## src/hdl/bsp_pkg.sv

```systemverilog
// Package: shared types, constants and fixed-point helpers for the pixel iterator.
package bsp_pkg;

  localparam int IMAGE_SIZE  = 1024;
  localparam int FRAC_BITS   = 28;
  localparam int WORD_BITS   = FRAC_BITS + 4;
  localparam int WIDE_BITS   = WORD_BITS + 16;
  localparam int COORD_BITS  = 10;
  localparam int LIMIT_BITS  = 16;
  localparam int STEP_BITS   = 31;
  localparam int COLOUR_BITS = 24;
  localparam int PIXEL_BITS  = 32;
  localparam int CMOD_BITS   = 8;
  localparam int COLOUR_MOD  = 255;
  localparam int CFG_IDX_BITS  = 3;
  localparam int CFG_DATA_BITS = 32;

  typedef logic [COORD_BITS-1:0]         coord_t;
  typedef logic [LIMIT_BITS-1:0]         count_t;
  typedef logic [STEP_BITS-1:0]          step_t;
  typedef logic [COLOUR_BITS-1:0]        colour_t;
  typedef logic [PIXEL_BITS-1:0]         pixel_t;
  typedef logic [CMOD_BITS-1:0]          cmod_t;
  typedef logic signed [WORD_BITS-1:0]   word_t;
  typedef logic signed [WIDE_BITS-1:0]   wide_t;
  typedef logic [CFG_IDX_BITS-1:0]       cfg_idx_t;
  typedef logic [CFG_DATA_BITS-1:0]      cfg_data_t;

  typedef enum logic [CFG_IDX_BITS-1:0] {
    CFG_ITER_LIMIT  = 3'd0,
    CFG_PIXEL_STEP  = 3'd1,
    CFG_ORIGIN_RE   = 3'd2,
    CFG_ORIGIN_IM   = 3'd3,
    CFG_BASE_COLOUR = 3'd4,
    CFG_ESC_LIMIT   = 3'd5
  } cfg_reg_t;

  typedef enum logic [1:0] {
    S_IDLE,
    S_ITER_A,
    S_ITER_B,
    S_DONE
  } back_state_t;

  typedef struct packed {
    coord_t px;
    coord_t py;
    word_t  cr;
    word_t  ci;
    logic   outside;
  } item_t;

  typedef struct packed {
    logic pop;
    logic step_a;
    logic step_b;
    logic set_esc;
    logic load_out;
  } back_ctl_t;

  function automatic wide_t sx(word_t v);
    sx = {{(WIDE_BITS-WORD_BITS){v[WORD_BITS-1]}}, v};
  endfunction

  function automatic word_t sat(wide_t v);
    logic hi_ones;
    logic hi_zeros;
    hi_ones  = &v[WIDE_BITS-1:WORD_BITS-1];
    hi_zeros = ~|v[WIDE_BITS-1:WORD_BITS-1];
    if (hi_ones || hi_zeros) begin
      sat = v[WORD_BITS-1:0];
    end else if (v[WIDE_BITS-1]) begin
      sat = {1'b1, {(WORD_BITS-1){1'b0}}};
    end else begin
      sat = {1'b0, {(WORD_BITS-1){1'b1}}};
    end
  endfunction

  function automatic word_t abs_sat(word_t v);
    if (v[WORD_BITS-1]) begin
      abs_sat = sat(-sx(v));
    end else begin
      abs_sat = v;
    end
  endfunction

  // Magnitude product truncated toward zero, signed and saturated.
  function automatic word_t fmul(word_t a, word_t b);
    logic [WORD_BITS-1:0]   ua;
    logic [WORD_BITS-1:0]   ub;
    logic [2*WORD_BITS-1:0] p;
    logic [2*WORD_BITS-1:0] r;
    logic [2*WORD_BITS-1:0] cap;
    logic                   neg;
    ua  = a[WORD_BITS-1] ? WORD_BITS'(-a) : WORD_BITS'(a);
    ub  = b[WORD_BITS-1] ? WORD_BITS'(-b) : WORD_BITS'(b);
    p   = {{WORD_BITS{1'b0}}, ua} * {{WORD_BITS{1'b0}}, ub};
    r   = p >> FRAC_BITS;
    neg = a[WORD_BITS-1] ^ b[WORD_BITS-1];
    cap = neg ? {{(WORD_BITS+1){1'b0}}, 1'b1, {(WORD_BITS-2){1'b0}}} << 1
              : {{(WORD_BITS+1){1'b0}}, {(WORD_BITS-1){1'b1}}};
    if (r > cap) begin
      r = cap;
    end
    fmul = neg ? -word_t'(r[WORD_BITS-1:0]) : word_t'(r[WORD_BITS-1:0]);
  endfunction

endpackage

```

## src/hdl/bsp_queue.sv

```systemverilog
// Two-entry queue between the front end and the iteration engine.
module bsp_queue (
  input  logic            clk,
  input  logic            rst_n,
  input  logic            push,
  input  bsp_pkg::item_t  push_item,
  output logic            full,
  input  logic            pop,
  output logic            nonempty,
  output bsp_pkg::item_t  pop_item
);
  import bsp_pkg::*;

  item_t      mem_r [2];
  logic       wr_ptr_r;
  logic       rd_ptr_r;
  logic [1:0] cnt_r;

  assign full     = cnt_r[1];
  assign nonempty = cnt_r != 2'd0;
  assign pop_item = mem_r[rd_ptr_r];

  always_ff @(posedge clk) begin
    if (!rst_n) begin
      wr_ptr_r <= 1'b0;
      rd_ptr_r <= 1'b0;
      cnt_r    <= 2'd0;
    end else begin
      if (push) begin
        wr_ptr_r <= !wr_ptr_r;
      end
      if (pop) begin
        rd_ptr_r <= !rd_ptr_r;
      end
      case ({push, pop})
        2'b10:   cnt_r <= cnt_r + 2'd1;
        2'b01:   cnt_r <= cnt_r - 2'd1;
        default: cnt_r <= cnt_r;
      endcase
    end
  end

  always_ff @(posedge clk) begin
    if (push) begin
      mem_r[wr_ptr_r] <= push_item;
    end
  end

endmodule

```

## config.mk

```make
export PLATFORM = sky130hd
export DESIGN_NAME = bsp_queue
export DESIGN_NICKNAME = d
export VERILOG_FILES = /design/src/hdl/bsp_pkg.sv /design/src/hdl/bsp_queue.sv
export SDC_FILE = /design/constraint.sdc
export NUM_CORES = 1
export LEC_CHECK = 0
export ABC_AREA = 1
export BUFFER_PORTS_ARGS = -buffer_cell sky130_fd_sc_hd__clkbuf_2
export CORE_MARGIN = 2
export CORE_UTILIZATION = 45
export CTS_CLUSTER_DIAMETER = 200
export DETAILED_ROUTE_END_ITERATION = 7
export GPL_ROUTABILITY_DRIVEN = 0
export HOLD_SLACK_MARGIN = 0.05
export PLACE_DENSITY = 0.7
export SYNTH_ARGS = -nofsm -noshare
export SYNTH_HDL_FRONTEND = slang
export SYNTH_SLANG_ARGS = --single-unit
```

## constraint.sdc

```tcl
create_clock -name clk -period 7.5 [get_ports clk]
set_clock_uncertainty 0.2 [all_clocks]
set_input_delay 0.75 -clock clk [delete_from_list [all_inputs] [get_ports clk]]
set_output_delay 0.75 -clock clk [all_outputs]
set_load 0.1 [all_outputs]
```

# After elaboration in Yosys (flattened, before gate mapping)
# Memories as Yosys holds them, arrays and structs flattened. A register that Yosys moved wholly into a read port is not among the register bits.
# Cells that the tools add are included.
# totals
latch_bits,0
ramBits,170
reg_bits,4
in_bits,89
romBits,0
output_inout_bits,87
n_memories,1
# mem_list
name,depth,width,rd,rd_clocked_by_memory_dff,wr,line,text
mem_r,2,85,1,1,1,bsp_queue.sv:14,item_t mem_r [2];
# classes
mul,0
muxes,5
reduce_logical,4
addsub,2
n_shift,0
bitwise,0
div_mod_pow,0
eq_ne,2
n_lt_le_gt_ge,0
# ops
operator,count
$mux W1,4
$pmux W2 S2,1
$reduce_bool A2 Y1,2
$add A2 B1 Y2 const B,1
$eq A2 B1 Y1 const B,1
$eq A2 B2 Y1 const B,1
$logic_not A1 Y1,2
$sub A2 B1 Y2 const B,1

# Longest topological paths before layout
# depth
ltp_word,3
depth_mapped,7
ltp_nobuf,7

# Worst setup path after synthesis
# Ideal clock, no wire load.
# synth_timing
kind,input to register
start,input port push
end,memory mem_r[0][0] in the netlist's numbering (enable)
t_arrival_ns,4.371
slack_ns,2.397
stages,2
t_required_ns,6.769
path_cell_list,inv_1 > nor2_1
# synth_via
elab_chain_len,2
# synth_rtl
item,line,text
"start, declared",bsp_queue.sv:5,"input logic push,"
$mux W1,bsp_queue.sv:44,if (push) begin
$mux W1 (not written as such),bsp_queue.sv:45,mem_r[wr_ptr_r] <= push_item;
"end, declared",bsp_queue.sv:14,
# Every way passes these cells.

==> flow_summary.toml <==
[worst_setup_path]
crit_family = "flip-flops"
crit_type = "flop to output pin"
crit_slowest_cell = "dfxtp_4"
cp.required_ns = 6.55
start_kind = "flop"
r2r_cells = 2
worst-r2r-setup-slack_ns = 5.15
critPathArrivalTime_ns = 2.39
r2r_end = "mem_r[0][70]"
max_stage_delay_ns = 1.11
worst-path-buf-inv = 1
path_cells = "mux2_2 -> clkbuf_2"
worstPathMaxFanout = 85
endpoint_kind = "output pin"
path_depth = 2
crit_path_end = "pop_item[79]"
r2r_start = "wr_ptr_r"

[clock_network]
cts_htree_levels = 4
path_clk_slew_ns = 0.06
cts.sinks = 175
clock_latency_ns = 0.42
cts_buffers = 17
cts_buffer_depth = 2
cts_tree = "yes"
cts_root_buf = "clkbuf_16"
ctsHoldBuffers = 0
post-cts-setup-buffers = 0
cts_resized = 0

[timing]
slew_viol_final = 0
tightest_slew_ns = 1.14
tns_ns = 0
fmax_ghz = 0.300
fin_crit_ns = 3.34
min_period_over_period_pct = 44.5
relSlewSlack_pct = 23.8
finalSetupViolCount = 0
hold_viol_final = 0
rsz0062_at_grt = "no"

[power_and_ir_drop]
swShare_pct = 30.0
switchingPower_w = 0.000756
clkPwrFrac_pct = 35.8
power_density_mw_per_mm2 = 314
worst_ir_drop_vdd_uv = 143
pwr-share-comb_pct = 18.4
p_int_w = 0.00177
seqPwrFrac_pct = 45.8
p_leak_nw = 3.09

[floorplanning]
die_x_um = 123
die_y_um = 123
initial_core_util_pct = 46.0
pin_count = 176
core-area_mm2 = 0.0138
die_area_mm2 = 0.0151
num_rows = 43

[detailed_routing]
wire_per_inst_um = 16.0
totalWireLength_mm = 10.8
post-route-drc-count = 0
dr.pass1.iters = 4
vias = 3250
drt_iter0_markers = 161
via_per_inst = 4.80
postRouteAntennaNets = 0

[run]
drv_cap = 0

[synth]
yosysWarnings = 0
synth_area_per_cell_um2 = 21.4
ys_seq_elements = 175
syn_nets = 387
seq_area_frac_synth_pct = 81.8
synthCells = 297
synth_area_mm2 = 0.00636
synth_cell_types = 15

[place]
place_area_mm2 = 0.00741
io_buffer_count = 175
hpwl_mm = 7.02

[layout]
area_growth_pct = 26.2
final_cell_area_mm2 = 0.00803
layout.nets = 574
final_cell_mix = "clkbuf_2, edfxtp_1, mux2_1"
drive_gt1_share_pct = 49.3
antenna_cells = 0
mostFrequentLayoutCell = "clkbuf_2"

[status]
status = "complete, no violations"

[grt]
grt_util_all_layers_pct = 14.9
grt-ovfl-total = 0
grt_max_degree = 86
antenna_found_initial = 0
grt_pass1_vias = 3389
grt_pass1_wl_mm = 16.4

[min_path]
hp-class = "flop to flop"
[stage by stage]
step | std cells | setup slack [ns] | hold slack [ns] | total power (W) | utilization (%)
after global placement | 645 | 4.56 | 0.275 | 0.00164 | 53.6
after CTS | 677 | 4.10 | 0.294 | 0.00255 | 58.1
after floorplan | 297 | 2.40 | 0.263 | 0.00156 | -
after detailed placement | 645 | 4.51 | 0.295 | 0.00164 | 53.6
after global routing | 677 | 4.00 | 0.291 | 0.00261 | 58.1
final | 677 | 4.16 | 0.311 | 0.00252 | 58.1
[synthesized netlist by cell type, drive strengths merged]
master,instances,area share [%]
edfxtp,170,80
mux2,85,15
nor2,10,0.59
buf,9,1.2
nand2,8,0.47
dfxtp,5,1.6
inv,5,0.30
a21oi,1,0.079
ha,1,0.20
nand4,1,0.098
o21ai,1,0.079
or2,1,0.098
[cells by family after synthesis]
group	after synthesis	synth area share, %
AOI/OAI and AO/OA	2	0.157
DFF	175	81.8
and+or+nand+nor	20	1.26
adders and majority gates	1	0.197
muxes	85	15.0
buffers and inverters	14	1.53
[sequential cells by signal, indices dropped and copies added (netlist names), named ones only]
signal,cells
wr_ptr_r,1
rd_ptr_r,1
cnt_r,2
mem_r,170
[routing by layer]
| metal | vias to the layer above | GRT usage (%) | wire, um |
|---|---|---|---|
| met1 | 1577 | 17.0 | 4460 |
| met5 | - | 0 | 0 |
| met2 | 115 | 24.4 | 5380 |
| met4 | 0 | 6.90 | 182 |
| met3 | 18 | 5.95 | 778 |
| li1 | 1540 | - | - |
[worst reg2reg max path, delay by kind of cell, from the launching register on]
family	cells	cell delay (ns)
buffers and inverters	1	0.79
flip-flops	1	0.35
AND/OR/NAND/NOR	1	0.59
[power by group through the flow]
stage                     registers (W)  logic [W]  clock network (W)
final                           0.00116   0.000464           0.000904
after global routing            0.00116   0.000480           0.000965
after CTS                       0.00116   0.000468           0.000923
after detailed placement        0.00118   0.000467                  0
after global placement          0.00117   0.000463                  0
after floorplan                 0.00117   0.000395                  0
[cell type report]
type	count	area, um2
multi-input cells	108	1070
fillers	1060	5800
well taps	180	225
repair buffers	177	891
clock inverters	15	193
flip-flops and latches	175	5210
clock buffers	17	425
inverters	5	20.0
[worst min path at each step]
stage	startpoint	endpoint	slack, ns	cells after the start
2_1_floorplan	rd_ptr_r	flop	0.26	2
3_3_place_gp	rd_ptr_r	rd_ptr_r	0.27	2
3_5_place_dp	rd_ptr_r	flop	0.29	2
4_1_cts	push_item[26]	mem_r[1][26]	0.29	1
5_1_grt	push_item[82]	mem_r[1][82]	0.29	1
6_report	rd_ptr_r	flop	0.31	2
(Power assumes the default switching activity.)
