==> src/hdl/bsp_pkg.sv <==
// Package: shared types, constants and fixed-point helpers for the pixel iterator.
package bsp_pkg;

  localparam int IMAGE_SIZE  = 1024;
  localparam int FRAC_BITS   = 28;
  localparam int WORD_BITS   = FRAC_BITS + 4;
  localparam int WIDE_BITS   = WORD_BITS + 16;
  localparam int COORD_BITS  = 10;
  localparam int LIMIT_BITS  = 16;
  localparam int STEP_BITS   = 31;
  localparam int COLOUR_BITS = 24;
  localparam int PIXEL_BITS  = 32;
  localparam int CMOD_BITS   = 8;
  localparam int COLOUR_MOD  = 255;
  localparam int CFG_IDX_BITS  = 3;
  localparam int CFG_DATA_BITS = 32;

  typedef logic [COORD_BITS-1:0]         coord_t;
  typedef logic [LIMIT_BITS-1:0]         count_t;
  typedef logic [STEP_BITS-1:0]          step_t;
  typedef logic [COLOUR_BITS-1:0]        colour_t;
  typedef logic [PIXEL_BITS-1:0]         pixel_t;
  typedef logic [CMOD_BITS-1:0]          cmod_t;
  typedef logic signed [WORD_BITS-1:0]   word_t;
  typedef logic signed [WIDE_BITS-1:0]   wide_t;
  typedef logic [CFG_IDX_BITS-1:0]       cfg_idx_t;
  typedef logic [CFG_DATA_BITS-1:0]      cfg_data_t;

  typedef enum logic [CFG_IDX_BITS-1:0] {
    CFG_ITER_LIMIT  = 3'd0,
    CFG_PIXEL_STEP  = 3'd1,
    CFG_ORIGIN_RE   = 3'd2,
    CFG_ORIGIN_IM   = 3'd3,
    CFG_BASE_COLOUR = 3'd4,
    CFG_ESC_LIMIT   = 3'd5
  } cfg_reg_t;

  typedef enum logic [1:0] {
    S_IDLE,
    S_ITER_A,
    S_ITER_B,
    S_DONE
  } back_state_t;

  typedef struct packed {
    coord_t px;
    coord_t py;
    word_t  cr;
    word_t  ci;
    logic   outside;
  } item_t;

  typedef struct packed {
    logic pop;
    logic step_a;
    logic step_b;
    logic set_esc;
    logic load_out;
  } back_ctl_t;

  function automatic wide_t sx(word_t v);
    sx = {{(WIDE_BITS-WORD_BITS){v[WORD_BITS-1]}}, v};
  endfunction

  function automatic word_t sat(wide_t v);
    logic hi_ones;
    logic hi_zeros;
    hi_ones  = &v[WIDE_BITS-1:WORD_BITS-1];
    hi_zeros = ~|v[WIDE_BITS-1:WORD_BITS-1];
    if (hi_ones || hi_zeros) begin
      sat = v[WORD_BITS-1:0];
    end else if (v[WIDE_BITS-1]) begin
      sat = {1'b1, {(WORD_BITS-1){1'b0}}};
    end else begin
      sat = {1'b0, {(WORD_BITS-1){1'b1}}};
    end
  endfunction

  function automatic word_t abs_sat(word_t v);
    if (v[WORD_BITS-1]) begin
      abs_sat = sat(-sx(v));
    end else begin
      abs_sat = v;
    end
  endfunction

  // Magnitude product truncated toward zero, signed and saturated.
  function automatic word_t fmul(word_t a, word_t b);
    logic [WORD_BITS-1:0]   ua;
    logic [WORD_BITS-1:0]   ub;
    logic [2*WORD_BITS-1:0] p;
    logic [2*WORD_BITS-1:0] r;
    logic [2*WORD_BITS-1:0] cap;
    logic                   neg;
    ua  = a[WORD_BITS-1] ? WORD_BITS'(-a) : WORD_BITS'(a);
    ub  = b[WORD_BITS-1] ? WORD_BITS'(-b) : WORD_BITS'(b);
    p   = {{WORD_BITS{1'b0}}, ua} * {{WORD_BITS{1'b0}}, ub};
    r   = p >> FRAC_BITS;
    neg = a[WORD_BITS-1] ^ b[WORD_BITS-1];
    cap = neg ? {{(WORD_BITS+1){1'b0}}, 1'b1, {(WORD_BITS-2){1'b0}}} << 1
              : {{(WORD_BITS+1){1'b0}}, {(WORD_BITS-1){1'b1}}};
    if (r > cap) begin
      r = cap;
    end
    fmul = neg ? -word_t'(r[WORD_BITS-1:0]) : word_t'(r[WORD_BITS-1:0]);
  endfunction

endpackage

==> src/hdl/bsp_if.sv <==
// Interfaces: pixel request channel and pixel result channel.
interface bsp_in_if;
  logic             valid;
  logic             ready;
  bsp_pkg::coord_t  pixel_x;
  bsp_pkg::coord_t  pixel_y;

  modport source (output valid, output pixel_x, output pixel_y, input ready);
  modport sink   (input valid, input pixel_x, input pixel_y, output ready);
endinterface


==> src/hdl/bsp_front.sv <==
// Front end: accept pixel beats, map coordinates to the plane, flag out-of-frame pixels.
module bsp_front (
  input  logic            clk,
  input  logic            rst_n,
  bsp_in_if.sink          in_pix,
  input  bsp_pkg::step_t  pixel_step,
  input  bsp_pkg::word_t  origin_real,
  input  bsp_pkg::word_t  origin_imag,
  input  logic            q_full,
  output logic            q_push,
  output bsp_pkg::item_t  q_item
);
  import bsp_pkg::*;

  localparam int PROD_BITS = COORD_BITS + STEP_BITS;

  logic   stg_v_r;
  coord_t stg_x_r;
  coord_t stg_y_r;
  logic [PROD_BITS-1:0] prod_x;
  logic [PROD_BITS-1:0] prod_y;

  assign in_pix.ready = !stg_v_r || !q_full;
  assign q_push       = stg_v_r && !q_full;

  always_ff @(posedge clk) begin
    if (!rst_n) begin
      stg_v_r <= 1'b0;
    end else if (in_pix.ready) begin
      stg_v_r <= in_pix.valid;
    end
  end

  always_ff @(posedge clk) begin
    if (in_pix.ready && in_pix.valid) begin
      stg_x_r <= in_pix.pixel_x;
      stg_y_r <= in_pix.pixel_y;
    end
  end

  assign prod_x = {{STEP_BITS{1'b0}}, stg_x_r} * {{COORD_BITS{1'b0}}, pixel_step};
  assign prod_y = {{STEP_BITS{1'b0}}, stg_y_r} * {{COORD_BITS{1'b0}}, pixel_step};

  always_comb begin
    q_item.px      = stg_x_r;
    q_item.py      = stg_y_r;
    q_item.cr      = sat(wide_t'({{(WIDE_BITS-PROD_BITS){1'b0}}, prod_x}) + sx(origin_real));
    q_item.ci      = sat(wide_t'({{(WIDE_BITS-PROD_BITS){1'b0}}, prod_y}) + sx(origin_imag));
    q_item.outside = (int'(stg_x_r) >= IMAGE_SIZE) || (int'(stg_y_r) >= IMAGE_SIZE);
  end

endmodule

==> src/flat_wrapper.sv <==
// flat-port wrapper written by rule: the top's interface ports become plain ports
module bsp_front_flat import bsp_pkg::*;
  (clk, rst_n, pixel_step, origin_real, origin_imag, q_full, q_push, q_item, in_pix_valid, in_pix_pixel_x, in_pix_pixel_y, in_pix_ready);
  bsp_in_if in_pix_i ();
  input  logic clk;
  input  logic rst_n;
  input  bsp_pkg::step_t pixel_step;
  input  bsp_pkg::word_t origin_real;
  input  bsp_pkg::word_t origin_imag;
  input  logic q_full;
  output logic q_push;
  output bsp_pkg::item_t q_item;
  input wire logic [$bits(in_pix_i.valid)-1:0] in_pix_valid;
  input wire logic [$bits(in_pix_i.pixel_x)-1:0] in_pix_pixel_x;
  input wire logic [$bits(in_pix_i.pixel_y)-1:0] in_pix_pixel_y;
  output wire logic [$bits(in_pix_i.ready)-1:0] in_pix_ready;
  assign in_pix_i.valid = in_pix_valid;
  assign in_pix_i.pixel_x = in_pix_pixel_x;
  assign in_pix_i.pixel_y = in_pix_pixel_y;
  assign in_pix_ready = in_pix_i.ready;
  bsp_front u_core (.clk(clk), .rst_n(rst_n), .in_pix(in_pix_i), .pixel_step(pixel_step), .origin_real(origin_real), .origin_imag(origin_imag), .q_full(q_full), .q_push(q_push), .q_item(q_item));
endmodule
==> config.mk <==
export PLATFORM = sky130hd
export DESIGN_NAME = bsp_front_flat
export DESIGN_NICKNAME = d
export VERILOG_FILES = /design/src/hdl/bsp_pkg.sv /design/src/hdl/bsp_if.sv /design/src/hdl/bsp_front.sv /design/src/flat_wrapper.sv
export SDC_FILE = /design/constraint.sdc
export NUM_CORES = 2
export LEC_CHECK = 0
export ABC_AREA = 1
export BUFFER_PORTS_ARGS = -buffer_cell sky130_fd_sc_hd__buf_2
export CORE_UTILIZATION = 30
export CTS_CLUSTER_DIAMETER = 120
export DETAILED_ROUTE_END_ITERATION = 8
export PLACE_DENSITY = 0.56
export SETUP_SLACK_MARGIN = 0.4
export SLEW_MARGIN = 20
export SYNTH_ARGS = -nofsm -noshare
export SYNTH_HDL_FRONTEND = slang
export SYNTH_SLANG_ARGS = --single-unit
export TNS_END_PERCENT = 30
==> constraint.sdc <==
create_clock -name clk -period 15 [get_ports clk]
set_clock_uncertainty 0.15 [all_clocks]
set_input_delay 3 -clock clk [delete_from_list [all_inputs] [get_ports clk]]
set_output_delay 3 -clock clk [all_outputs]
set_load 0.01 [all_outputs]
# Word level (Yosys, flattened, before mapping)
# Index checks and enable logic that the tools add are counted.
totals:
  reg_bits: 21
  inputBits: 119
  output_inout_bits: 87
  elab_cells: 24
op_classes:
  addsub: 2
  mul: 2
  muxes: 4
  n_reduce_logical: 13
op_table:
  columns: ["cell", "n"]
  rows:
  - ["32-bit 2-to-1 mux", 4]
  - ["42-bit by 32-bit adder with 43-bit output", 2]
  - ["10-bit by 31-bit multiplier with 41-bit output", 2]
  - ["17-bit AND reduction", 2]
  - ["17-bit OR reduction", 2]
  - ["1-bit zero test", 4]
  - ["1-bit logical OR", 3]
  - ["1-bit logical AND", 2]

# Depth between registers and ports, before layout
depth:
  depth_word: 6
  ltp_mapped: 41
  ltp_nobuf: 39

# Worst setup path before layout
# OpenSTA, ideal clock, no wires.
synth_timing:
  path_kind: "input -> output"
  startpoint: "in pixel_step[7]"
  endpoint: "out q_item[44] (netlist bit)"
  arrival_time_ns: 9.564
  t_required_ns: 11.850
  slack_ns: 2.286
  path_stages: 38
  n_path_buf: 2
  path_cell_list: "clkbuf_1 > nand2_1 > fa_1 > inv_1 > fa_1 > inv_1 > fa_1 > inv_1 > fa_1 > inv_1 > fa_1 > inv_1 > ha_1 > nand2_1 > nand2_1 > a31oi_1 > nand2_1 > a21oi_1 > [... 2 more ...] > o21ai_0 > xor2_1 > ha_1 > nand2_1 > nor2_1 > nand2_1 > nor2_2 > nand3_1 > nand3_1 > nand2_1 > nand2_1 > nand2_1 > nor2_2 > nand3_2 > nand2_4 > buf_6 > nand2_1 > nand2_1"
synth_rtl:
  columns: ["element", "line_no", "text"]
  rows:
  - ["start, declared", "flat_wrapper.sv:7", "input bsp_pkg::step_t pixel_step;"]
  - ["end, declared", "flat_wrapper.sv:12", "output bsp_pkg::item_t q_item;"]

==> run_results.csv <==
group,metric,value,unit
synthesis,synth-main-ff-cell,"edfxtp_1",
global_route,grt_start_max_net_pins,33,
setup_path,timing.rr.end,"u_core.stg_x_r[4]",
final_layout,final_nets,5304,
synthesis,syn_area,28410,µm²
sta,rsz0062_at_grt,"false",
die,num_io_pins,206,
sta,hold_viol_final,0,
synthesis,synth.yosys.seq_area_share,0.02185,
synthesis,synth_cells,4381,
routing,drt-total-wl,88.26,mm
clocking,clock_sinks,21,
setup_path,slowest_stage,"fa_1",
setup_path,arrival,10.94,ns
routing,ant_nets,0,
sta,max_freq,0.07097,GHz
routing,vias_per_cell,4.542,
synthesis,syn_nets,5206,
sta,fin_crit_sh,0.9393,
die,rows,112,
flow_run,maxCapViolCount,0,
hold_path,hp-start,"u_core.stg_v_r",
clocking,clk_path_buf_depth,2,
placement,post-dp-hpwl,73.86,mm
clocking,cts_max_level,1,
placement,io_buffers,204,
hold_path,hold_path_class,"flop to flop",
clocking,cts_setup_buffers,0,
hold_path,whs_path_depth,2,
final_layout,fillers,10570,
clocking,clk_latency,0.31,ns
sta,fin_setup_tns,0,ns
synthesis,synth_cell_types,41,
routing,wl_per_cell,15.39,µm
die,dieArea,95920,µm²
synthesis,synth_top_cell_by_area,"fa_1",
clocking,path_clk_slew,0.10,ns
global_route,antenna_found_initial,11,
clocking,cts-buffers-inserted,3,
sta,max-slew-margin-rel,0.5522,
global_route,grt_pass1_vias,27150,
placement,gp_congestion,0.9247,
sta,setup_violations,0,
synthesis,synth.top_cell.area_share,0.3256,
global_route,grt-ovfl-total,0,
routing,drtIter0Drc,1137,
die,core_area,93610,µm²
die,die-height,309.7,µm
setup_path,start_kind,"input port",
setup_path,endpoint_kind,"output pin",
global_route,grt_usage,0.1871,
sta,tightest_slew,0.6701,ns
final_layout,area_growth,8.052,%
clocking,cts_tree,"done",
sta,min_period,14.09,ns
setup_path,max_stage_delay,0.58,ns
die,die_x,309.7,µm
hold_path,hold_end,"u_core.stg_v_r",
setup_path,critPathKind,"input port to output pin",
synthesis,synth_area_leaders,"fa_1, nand2_1, inv_1",
synthesis,synth_edf_count,20,
outcome,status,"complete, no violations",
final_layout,drive_gt1_frac,0.05918,
synthesis,synth-seq-cells,21,
setup_path,path_max_fanout,31,
synthesis,async_flop_share,0,
sta,maxSlewViolCount,0,
synthesis,avgSynthCellArea,6.484,µm²
die,initial_core_util,0.3035,
sta,hold_ws,0.4118,ns
setup_path,r2r_slack,13.21,ns
setup_path,cp_common_cell,"nand2_1",
routing,num_vias,26050,
clocking,cts_root_buf,"clkbuf_16",
routing,drc,0,
setup_path,r2r_cells,2,
setup_path,critPathRequiredTime,11.85,ns
setup_path,timing.rr.start,"u_core.stg_v_r",
synthesis,yosysWarnings,0,
routing,drt_pass1_iterations,6,
global_route,grt_pass1_wl,141.9,mm
==> per-layer routing <==
metal  track usage  share of wire
met3       0.01940          0.047
met2        0.3356           0.48
met5             0        0.00099
met1        0.2422           0.45
met4       0.03580          0.017
==> synth_stat cells, types with 2 or more instances <==
cell and instances:
a21boi_0 4, a21o_1 5, a21oi_1 154, a311oi_1 2, a31oi_1 36, and2_1 7, and3_1 5, buf_6 12
clkbuf_1 122, edfxtp_1 20, fa_1 462, ha_1 244, inv_1 1112, nand2_1 1514, nand2_2 3, nand2_4 2
nand3_1 100, nand3_2 17, nand4_1 20, nor2_1 259, nor2_2 7, nor3_1 15, nor4_1 2, o2111ai_1 5
o211ai_1 4, o21a_1 11, o21ai_0 65, o21bai_1 23, or2_2 2, xnor2_1 49, xor2_1 88
==> how the worst max path moves through the flow <==
| stage | from | end | depth (start not counted) |
|---|---|---|---|
| after floorplan | pixel_step[7] | q_item[44] | 38 |
| after global placement | pixel_step[8] | q_item[39] | 33 |
| after detailed placement | pixel_step[7] | q_item[47] | 37 |
| after CTS | pixel_step[7] | q_item[47] | 37 |
| after global routing | pixel_step[7] | q_item[48] | 37 |
| final | pixel_step[7] | q_item[39] | 37 |
==> layout by cell type (no fill, tap or decap), drive strengths merged, types with 2 or more instances in the layout <==
master / instances
a21boi: 4
a21o: 5
a21oi: 154
a311oi: 2
a31oi: 36
and2: 7
and3: 5
buf: 227
clkbuf: 4
diode: 2
edfxtp: 20
fa: 462
ha: 244
inv: 1112
nand2: 1519
nand3: 117
nand4: 20
nor2: 266
nor3: 15
nor4: 2
o2111ai: 5
o211ai: 4
o21a: 11
o21ai: 65
o21bai: 23
or2: 3
xnor2: 49
xor2: 88
==> layout make-up <==
class,count,area (µm²),area share
multi-input combinational,3113,23040,0.7506
inverter,1112,4174,0.1360
tap,1254,1569,0.05112
timing repair buffer,228,1204,0.03922
sequential,21,620.6,0.02022
clock buffer,3,75.07,0.002446
clock inverter,1,7.507,0.0002446
antenna,2,5.005,0.0001631
==> cells by family (layout without fill, tap and decap cells) <==
family,after synthesis,in the layout,synth area share
other,1,3,0.0001320
adder cells (fa/ha/maj),706,706,0.4331
buffers and inverters,1247,1344,0.1681
AO/OA/AOI/OAI,314,314,0.06268
AND/OR/NAND/NOR,1955,1955,0.2719
flip-flops,21,21,0.02185
XOR/XNOR,137,137,0.04224
==> sequential cells by signal, indices dropped and copies added (netlist names) <==
| name | count |
|---|---|
| u_core.stg_v_r | 1 |
| u_core.stg_y_r | 10 |
| u_core.stg_x_r | 10 |
==> worst max-delay path: cells and delay by family <==
| kind | cells | cell delay (ns) |
|---|---|---|
| compound gates | 5 | 1.22 |
| xor+xnor | 1 | 0.18 |
| fa+ha+maj | 7 | 3.32 |
| buf+inv | 7 | 0.75 |
| simple gates | 17 | 2.43 |
==> through the flow <==
stage                       util  setup slack [ns]  instances  cell area [µm²]
final                     0.3279            0.9104       5734            30690
after global routing      0.3278            0.4234       5732            30690
after CTS                 0.3276            0.6853       5732            30670
after detailed placement  0.3267            0.7164       5728            30590
after global placement    0.3267            0.8751       5728            30590
after floorplan                -             2.286       4381            28410
==> what timing repair did <==
item	CTS	global route
hold buffers	0	0
endpoints found under the setup margin	0	31
gates resized for setup	0	5
Power is left out: the tool's default activity adds up to more than one toggle a clock period on the data nets, which glitch-free logic cannot reach.
